## src/hdl/bihr_ram.sv

```systemverilog
module bihr_ram #(
    parameter int WIDTH = 32,
    parameter int DEPTH = 64,
    localparam int AW = (DEPTH > 1) ? $clog2(DEPTH) : 1
) (
    input  logic             clk,
    input  logic             we,
    input  logic [AW-1:0]    waddr,
    input  logic [WIDTH-1:0] wdata,
    input  logic [AW-1:0]    raddr,
    output logic [WIDTH-1:0] rdata
);

    logic [WIDTH-1:0] mem [DEPTH];
    logic [WIDTH-1:0] rdata_reg;

    always_ff @(posedge clk)
    begin
        if (we)
        begin
            mem[waddr] <= wdata;
        end
        rdata_reg <= mem[raddr];
    end

    assign rdata = rdata_reg;

endmodule

```

## config.mk

```make
export PLATFORM = sky130hd
export DESIGN_NAME = bihr_ram
export DESIGN_NICKNAME = d
export VERILOG_FILES = /design/src/hdl/bihr_ram.sv
export SDC_FILE = /design/constraint.sdc
export NUM_CORES = 2
export LEC_CHECK = 0
export BUFFER_PORTS_ARGS = -buffer_cell sky130_fd_sc_hd__buf_2
export CORE_MARGIN = 2
export CORE_UTILIZATION = 40
export DETAILED_ROUTE_END_ITERATION = 6
export PLACE_DENSITY = 0.62
export SLEW_MARGIN = 10
export SYNTH_ARGS = -nofsm -noshare
export SYNTH_HDL_FRONTEND = slang
export SYNTH_SLANG_ARGS = --single-unit
export TNS_END_PERCENT = 20
```

## constraint.sdc

```tcl
create_clock -name clk -period 3.71 [get_ports clk]
set_clock_uncertainty 0.1 [all_clocks]
set_input_delay 0.742 -clock clk [delete_from_list [all_inputs] [get_ports clk]]
set_output_delay 0.742 -clock clk [all_outputs]
set_load 0.02 [all_outputs]
```

==> flow_metrics.py <==
metrics = {
    "outcome": {
        "status": "complete, no violations",
    },
    "sta": {
        "drv_slew": 0,
        "max_freq_mhz": 355,
        "rsz0062_at_grt": "no",
        "tightest_slew_ps": 1230,
        "setup_viol": 0,
        "report.final.hold_viol_count": 0,
        "slew_headroom_pct": 18.2,
        "period_share_pct": 75.9,
        "fin_crit_ps": 2810,
    },
    "yosys": {
        "synth_seq_cells": 2080,
        "ys.flop_type": "edfxtp_1",
        "ys_async_sr_fraction_pct": 0,
        "syn_nets": 3370,
        "synthDistinctLibCells": 34,
        "synth_edf_count": 2048,
        "yosysSeqAreaShare_pct": 79.1,
        "yosysWarnings": 0,
        "synthesis.area_um2": 78500,
        "syn_avg_cell_area_um2": 23.6,
        "synthCells": 3324,
    },
    "worst_setup_path": {
        "critical-path-top-delay-family": "flip-flops",
        "critical_path.slowest_cell": "dfxtp_1",
        "r2r_cells": 5,
        "critPathBufInv": 1,
        "crit_start": "rdata[5]",
        "cp_num_cells": 1,
        "worstSetupPathType": "flip-flop to primary output",
        "critPathMaxFanout": 1,
        "cp-start-kind": "flip-flop",
        "endpoint": "rdata[5]",
        "r2r-start": "mem[32][27]",
        "r2r_slack_ps": 1520,
        "cp.required_ps": 2870,
        "slowest_delay_ps": 810,
        "path_cells": "buf_2",
        "end_kind": "primary output",
        "cp.arrival_ps": 1970,
        "rr_endpoint": "rdata[27]",
    },
    "placed_design": {
        "io_buffers": 77,
        "placed_cells_incl_taps": 6093,
        "routabilityCongestion": 0.796,
        "dp_hpwl_um": 118000,
    },
    "power_and_ir_drop": {
        "p_sw_mw": 10.3,
        "power_density_nw_per_um2": 531,
        "power.internal_mw": 38.0,
        "total_power_mw": 48.3,
        "pwr-share-clk_pct": 40.7,
        "swShare_pct": 21.4,
        "peakVddDrop_v": 0.000358,
        "p_seq_share_pct": 54.1,
        "power.leakage_nw": 28.3,
        "p_comb_share_pct": 5.2,
    },
    "clocking": {
        "cts_resized": 0,
        "cts_tree": "built",
        "cts-root-buf": "clkbuf_16",
        "numCtsBuffers": 202,
        "clkLatencyLatePin_ps": 860,
        "post_cts_buffers": 0,
        "clock_tree.buffer_depth": 3,
        "cts_max_level": 4,
        "clk_pin_slew_worst_paths_ps": 60,
        "cts_sinks": 2080,
        "ctsHoldBuffers": 0,
    },
    "routing": {
        "vias": 37400,
        "firstDrtPassIters": 7,
        "routedWlPerCell_um": 31.3,
        "postRouteAntennaNets": 0,
        "drt_iter0_drc": 4490,
        "routed_wl_um": 203000,
        "vias_per_cell": 5.77,
        "drc": 0,
    },
    "global_route": {
        "antenna_found_initial": 20,
        "grt_max_degree": 65,
        "grt_overflow": 0,
        "grt_pass1_wl_um": 287000,
        "grt_pass1_vias": 37900,
        "grt_usage_pct": 20.4,
    },
    "floorplan": {
        "start_util_pct": 40.3,
        "die_w_um": 447,
        "die_area_um2": 200000,
        "num_io_pins": 78,
        "core_um2": 195000,
        "row_count": 162,
        "die_h_um": 447,
    },
    "final_layout": {
        "syn2layout_area_growth_pct": 15.8,
        "final_common_cell": "edfxtp_1",
        "final_cell_mix": "edfxtp_1, mux4_2, clkbuf_16",
        "final-instance-count-excl-fill": 6479,
        "largest_register_ff_count": 2048,
        "drive_gt1_share_pct": 31.5,
        "layout.nets": 3719,
        "n_fill_cell": 15900,
    },
    "flow_run": {
        "drv_cap": 0,
    },
    "min_path": {
        "hp-start": "wdata[19]",
        "hold_class": "input port to flip-flop",
    },
}
[worst min-delay path by stage]
stage | endpoint | cells past startpoint
after global routing | rdata[12] | 3
final | mem[19][19] | 1
after global placement | rdata[20] | 4
after CTS | mem[9][19] | 1
after detailed placement | rdata[20] | 4
after floorplan | rdata[17] | 4
[cells in the mapped netlist (25+ instances only)]
cell      number  share of area, %
buf_4         25              0.24
dfxtp_1       32              0.82
nand2_1       26              0.12
nor2_1       137              0.65
buf_2         57              0.36
mux2i_1       93               1.2
o221ai_1      27              0.30
edfxtp_1    2048                78
mux4_2       544                16
a21oi_1       62              0.40
clkbuf_1      74              0.35
o22ai_1       84              0.67
[logic make-up after synthesis]
family,count (synthesis),synth area share [%]
mux,637,16.8
compound gates,202,1.67
buf+inv,182,1.13
flops,2080,79.1
simple gates,223,1.27
[power groups by stage]
stage	Clock [mW]	Combinational (mW)	Sequential (mW)
CTS	20.0	2.53	26.2
global route	20.9	2.64	26.2
detailed placement	0	2.53	26.7
floorplan	0	1.27	26.6
global placement	0	2.50	26.7
finish	19.7	2.50	26.1
[stage by stage]
| step | setup WS [ps] | utilization, % | hold WS (ps) | setup TNS, ps | area (µm²) |
|---|---|---|---|---|---|
| 3_3_place_gp | 56.4 | 43.4 | 647 | 0 | 84500 |
| 4_1_cts | 803 | 46.6 | 273 | 0 | 90900 |
| 2_1_floorplan | -285 | - | 563 | -9120 | 78500 |
| 6_report | 896 | 46.6 | 329 | 0 | 90900 |
| 5_1_grt | 841 | 46.6 | 298 | 0 | 90900 |
| 3_5_place_dp | 40.8 | 43.4 | 651 | 0 | 84500 |
[final cells by class]
cell class / instances / area (µm²) / share of cell area, %
sequential: 2080 / 62100 / 68.3
tap: 2624 / 3280 / 3.61
clock buffer: 289 / 5580 / 6.14
timing repair buffer: 327 / 3140 / 3.45
antenna: 13 / 32.5 / 0.0358
multi-input combinational: 1062 / 16000 / 17.6
clock inverter: 84 / 796 / 0.875
[layer usage]
layer / up-vias / global-route usage (%) / share of wire, %
met1: 20400 / 28.6 / 40
met2: 1684 / 33.1 / 49
met4: 4 / 6.06 / 2.9
li1: 15000 / - / -
met3: 302 / 3.27 / 8.1
met5: - / 0 / 0.011
(Power assumes the default switching activity.)
