<file path="config.mk">
export PLATFORM = sky130hd
export DESIGN_NAME = bihr_mac
export DESIGN_NICKNAME = d
export VERILOG_FILES = /design/src/hdl/bihr_pkg.sv /design/src/hdl/bihr_mac.sv
export SDC_FILE = /design/constraint.sdc
export NUM_CORES = 2
export LEC_CHECK = 0
export ABC_AREA = 1
export BUFFER_PORTS_ARGS = -buffer_cell sky130_fd_sc_hd__buf_4
export CAP_MARGIN = 20
export CORE_ASPECT_RATIO = 2
export CORE_MARGIN = 4
export CORE_UTILIZATION = 25
export CTS_CLUSTER_SIZE = 16
export DETAILED_ROUTE_END_ITERATION = 7
export PLACE_DENSITY = 0.4
export SETUP_SLACK_MARGIN = 0.4
export SLEW_MARGIN = 20
export SYNTH_ARGS = -nofsm -noshare
export SYNTH_HDL_FRONTEND = slang
export SYNTH_SLANG_ARGS = --single-unit
</file>
<file path="constraint.sdc">
create_clock -name clk -period 2.8 [get_ports clk]
set_input_delay 0.28 -clock clk [delete_from_list [all_inputs] [get_ports clk]]
set_output_delay 0.28 -clock clk [all_outputs]
set_load 0.02 [all_outputs]
</file>
<file path="src/hdl/bihr_pkg.sv">
package bihr_pkg;

    localparam int VAL_W = 32;
    localparam int CFG_W = 4;

    localparam logic [CFG_W-1:0] SIZE_RESET = 4'd8;

    localparam logic [1:0] CMD_LOAD_R = 2'd0;
    localparam logic [1:0] CMD_LOAD_A = 2'd1;
    localparam logic [1:0] CMD_LOAD_B = 2'd2;
    localparam logic [1:0] CMD_STEP   = 2'd3;

    localparam logic [VAL_W-1:0] SAT_MAX = 32'h7FFF_FFFF;
    localparam logic [VAL_W-1:0] SAT_MIN = 32'h8000_0000;

    typedef struct packed {
        logic [1:0]              command;
        logic [2:0]              row;
        logic [2:0]              col;
        logic signed [VAL_W-1:0] value;
    } bihr_req_t;

    typedef struct packed {
        logic [2:0]              out_row;
        logic [2:0]              out_col;
        logic signed [VAL_W-1:0] out_value;
        logic                    last;
        logic                    status;
        logic                    saturated;
    } bihr_rsp_t;

    typedef struct packed {
        logic clear;
        logic op_vld;
        logic round;
    } bihr_mac_ctl_t;

    typedef struct packed {
        logic                    busy;
        logic                    sat;
        logic signed [VAL_W-1:0] value;
    } bihr_mac_stat_t;

endpackage

</file>
<file path="src/hdl/bihr_mac.sv">
module bihr_mac
    import bihr_pkg::*;
#(
    parameter int DIM_MAX   = 8,
    parameter int FRAC_BITS = 16
) (
    input  logic                    clk,
    input  logic                    rst_n,
    input  bihr_mac_ctl_t           ctl,
    input  logic signed [VAL_W-1:0] op_a,
    input  logic signed [VAL_W-1:0] op_b,
    output bihr_mac_stat_t          stat
);

    // room for DIM_MAX full-width products plus sign
    localparam int ACC_W = 2 * VAL_W + $clog2(DIM_MAX) + 1;
    localparam int RND_W = ACC_W + 1;
    localparam logic [RND_W-1:0] HALF = (RND_W'(1) << FRAC_BITS) >> 1;

    logic signed [2*VAL_W-1:0] prod_reg;
    logic                      prod_vld_reg;
    logic signed [ACC_W-1:0]   acc_reg;
    logic signed [RND_W-1:0]   rnd_reg;
    logic signed [RND_W-1:0]   shifted;
    logic [RND_W-VAL_W:0]      upper;
    logic                      fits;

    always_ff @(posedge clk or negedge rst_n)
    begin
        if (!rst_n)
        begin
            prod_vld_reg <= 1'b0;
        end
        else
        begin
            prod_vld_reg <= ctl.op_vld;
        end
    end

    always_ff @(posedge clk)
    begin
        if (ctl.op_vld)
        begin
            prod_reg <= op_a * op_b;
        end
        if (ctl.clear)
        begin
            acc_reg <= '0;
        end
        else if (prod_vld_reg)
        begin
            acc_reg <= acc_reg + ACC_W'(prod_reg);
        end
        if (ctl.round)
        begin
            rnd_reg <= RND_W'(acc_reg) + $signed(HALF);
        end
    end

    // round half up was added above; drop the fraction and clamp to 32 bits
    assign shifted = rnd_reg >>> FRAC_BITS;
    assign upper   = shifted[RND_W-1:VAL_W-1];
    assign fits    = (&upper) | ~(|upper);

    assign stat.busy  = prod_vld_reg;
    assign stat.sat   = ~fits;
    assign stat.value = fits ? shifted[VAL_W-1:0]
                             : (shifted[RND_W-1] ? SAT_MIN : SAT_MAX);

endmodule

</file>
==> flow_metrics.tcl <==
set metrics [dict create \
    clock_latency_ns 0.50 \
    ys_seq_elements 186 \
    final_min_period_over_clock_period 2.31 \
    mapped_cell_area_um2 50700 \
    clk_pin_slew_ns 0.08 \
    endpoint_kind "flop" \
    core-area_um2 202000 \
    worst_path_largest_cell_delay_ns 0.57 \
    seqCellArea_um2 4900 \
    synth_top_cells_by_area "fa_1 (43%), inv_1 (14%), nand2_1 (12%), edfxtp_1 (6.9%), ha_1 (6.2%)" \
    floorplan.rows 233 \
    dominantRegCellSynth "edfxtp_1" \
    hold_viol 0 \
    cp.required_ns 3.07 \
    initial_core_util 0.251 \
    timing.final.ws_setup_ns -3.66 \
    yosysWarnings 0 \
    buffer_ports.inserted 102 \
    detail_route.drc_violations 0 \
    most_numerous_cell_in_the_yosys_netlist "inv_1" \
    grt_pass1_vias 49700 \
    worst_pin_slew_ns 0.886 \
    max_ffs_per_register 68 \
    final.setup_skew_ns 0.0192 \
    min_period_ns 6.46 \
    grtUsageMet1 0.177 \
    async_flop_share 0.00538 \
    die_width_um 326 \
    clockRootBuffer "clkbuf_16" \
    area.growth.synth_to_final_pct 32.9 \
    timing.critical_path.mode_cell "fa_1" \
    floorplan.die_area_um2 211000 \
    top_level_ports 103 \
    global_route_wire_length_before_repair_um 312000 \
    drt_wl_total_um 212000 \
    number_of_fill_cells 21700 \
    route.detailed.wl_per_inst_um 21.1 \
    violations "negative setup slack" \
    fin_tns_setup_ns -190.45 \
    cts-root-to-sink-buffers 2 \
    maximum_number_of_pins_on_one_net_before_global_route_repair 75 \
    numCtsBuffers 17 \
    multi_input_area_um2 41600 \
    global_route.usage.met2 0.434 \
    globalRoute.totalOverflow 0 \
    detailedRoute.firstPassIterationCount 5 \
    max-cap-violations 0 \
    vias 43500 \
    worstSetupStartpointType "primary input" \
    layoutNonFillerInstCount 10100 \
    post_route_cells_drive_above_1_share 0.247 \
    globalplace.congestion 0.947 \
    crit_family "adder cells" \
    synth-edff-count 117 \
    status "finished with violations" \
    detailedPlacementHpwl_um 186000 \
    slowest_cp_cell "fa_1" \
    busiest_layer "met2" \
    maxClockFrequency_mhz 155 \
    cts_num_sinks 186 \
    number_of_cells_in_the_design_after_placement 9915 \
    synthDistinctLibCells 58 \
    synth.yosys.seq_area_share 0.0966 \
    rsz0062_at_grt "true" \
    iter_0_drt_violations 1739 \
    grt_use_total 0.201 \
    cp_max_fo 10 \
    chipHeight_um 645 \
    synth_area_per_cell_um2 7.75 \
    cts_tree "yes" \
    grtUsageMet3 0.0115 \
    final_max_slew_viol_count 0 \
    final_antenna_net_count 0 \
    grt_antenna_before_repair 3 \
    final_net_count 8740 \
    setup_viol 60 \
    synth_fp_nets 7945 \
    synth.largest_area_cell "fa_1" \
    worst-setup-path-type "primary input to flop" \
    cp_num_buf_inv 13 \
    syn_inst 6541 \
    slew_headroom 0.409 \
    netlist_top_cells_count "inv_1 (1,866), nand2_1 (1,673), fa_1 (1,083)" \
    arrival_worst_endpoint_ns 6.72 \
    yosys.area.top_type_share 0.428 \
    post_drt_via_cell_ratio 4.32 \
    cts_max_level 4 \
    hold_class "primary input to async pin" \
]
logic make-up (layout without fill, tap and decap cells):
kind of cell / after synthesis / after routing / share of synthesized area
DFF: 186 / 186 / 0.0966
other: 0 / 3 / 0
and+or+nand+nor: 2343 / 2343 / 0.186
adders and majority gates: 1335 / 1335 / 0.490
xor gates and xnor gates: 146 / 146 / 0.0252
AOI/OAI and AO/OA: 440 / 440 / 0.0478
buffers and inverters: 2091 / 2898 / 0.155
layout by cell type, fill, tap and decap left out, drive strengths merged, types with 4 or more instances in the layout:
cell type / synthesis / final
edfxtp: 117 / 117
xnor2: 29 / 29
o21ai: 142 / 142
inv: 1867 / 1871
o21bai: 27 / 27
nand3: 138 / 138
bufbuf: 0 / 4
nor4: 25 / 25
nand4: 34 / 34
nor3: 52 / 52
or2: 10 / 10
o211ai: 4 / 4
a21oi: 220 / 220
a21o: 16 / 16
o21a: 10 / 10
fa: 1083 / 1083
nor2: 395 / 395
a31oi: 5 / 5
xor2: 117 / 117
clkbuf: 219 / 23
buf: 5 / 991
dfxtp: 68 / 68
nand2: 1676 / 1676
and3: 5 / 5
ha: 252 / 252
a21boi: 8 / 8
worst paths after layout:
path	startpoint	to	slack, ns	cells after the start
setup reg to reg	prod_reg[3]	acc_reg[54]	0.10	14
setup / recovery	op_b[17]	prod_reg[35]	-3.66	32
hold / removal	rst_n	prod_vld_reg	0.15	2
max in group asynchronous	rst_n	prod_vld_reg	2.56	2
hold reg to reg	acc_reg[0]	acc_reg[0]	0.47	2
min in group clk	ctl[0]	rnd_reg[16]	0.34	1
stage by stage:
step,util,instance area [µm²],worst slack (ns),hold slack [ns]
floorplan,-,53000,-4.04,-0.0156
global placement,0.308,62100,-4.75,0.0563
detailed placement,0.308,62100,-4.75,0.0581
CTS,0.327,65900,-3.65,0.0962
global route,0.334,67400,-3.81,0.128
finish,0.334,67400,-3.66,0.147
cell type report:
type / count / share of cell area
clock buffers: 19 / 0.00657
clock inverters: 12 / 0.00239
well taps: 2702 / 0.0502
repair buffers: 1000 / 0.146
multi-input cells: 4264 / 0.618
inverters: 1867 / 0.104
diodes: 3 / 0.000111
flip-flops and latches: 186 / 0.0727
worst reg2reg max path, delay by kind of cell (launching register included):
family / cells / cell delay [ns]
compound gates: 3 / 0.77
fa+ha+maj: 1 / 0.31
buf+inv: 3 / 0.29
flops: 1 / 0.42
simple gates: 7 / 0.83
routing by layer:
layer / vias up / wire length [µm] / part of all wire
met5: - / 0 / 0
met4: 0 / 15300 / 0.072
met3: 393 / 3430 / 0.016
met2: 759 / 127000 / 0.60
met1: 21900 / 65600 / 0.31
li1: 20400 / - / -
repair_timing:
item	in CTS	in global routing
hold buffers	1	0
gates cloned	8	4
endpoints found under the hold margin	1	0
gates resized for setup	668	317
endpoints found under the setup margin	155	166
pin swaps	297	238
setup buffers	66	25
Power is not shown: default switching activity piles up to over one toggle a cycle in this logic, so the estimate is an artifact.
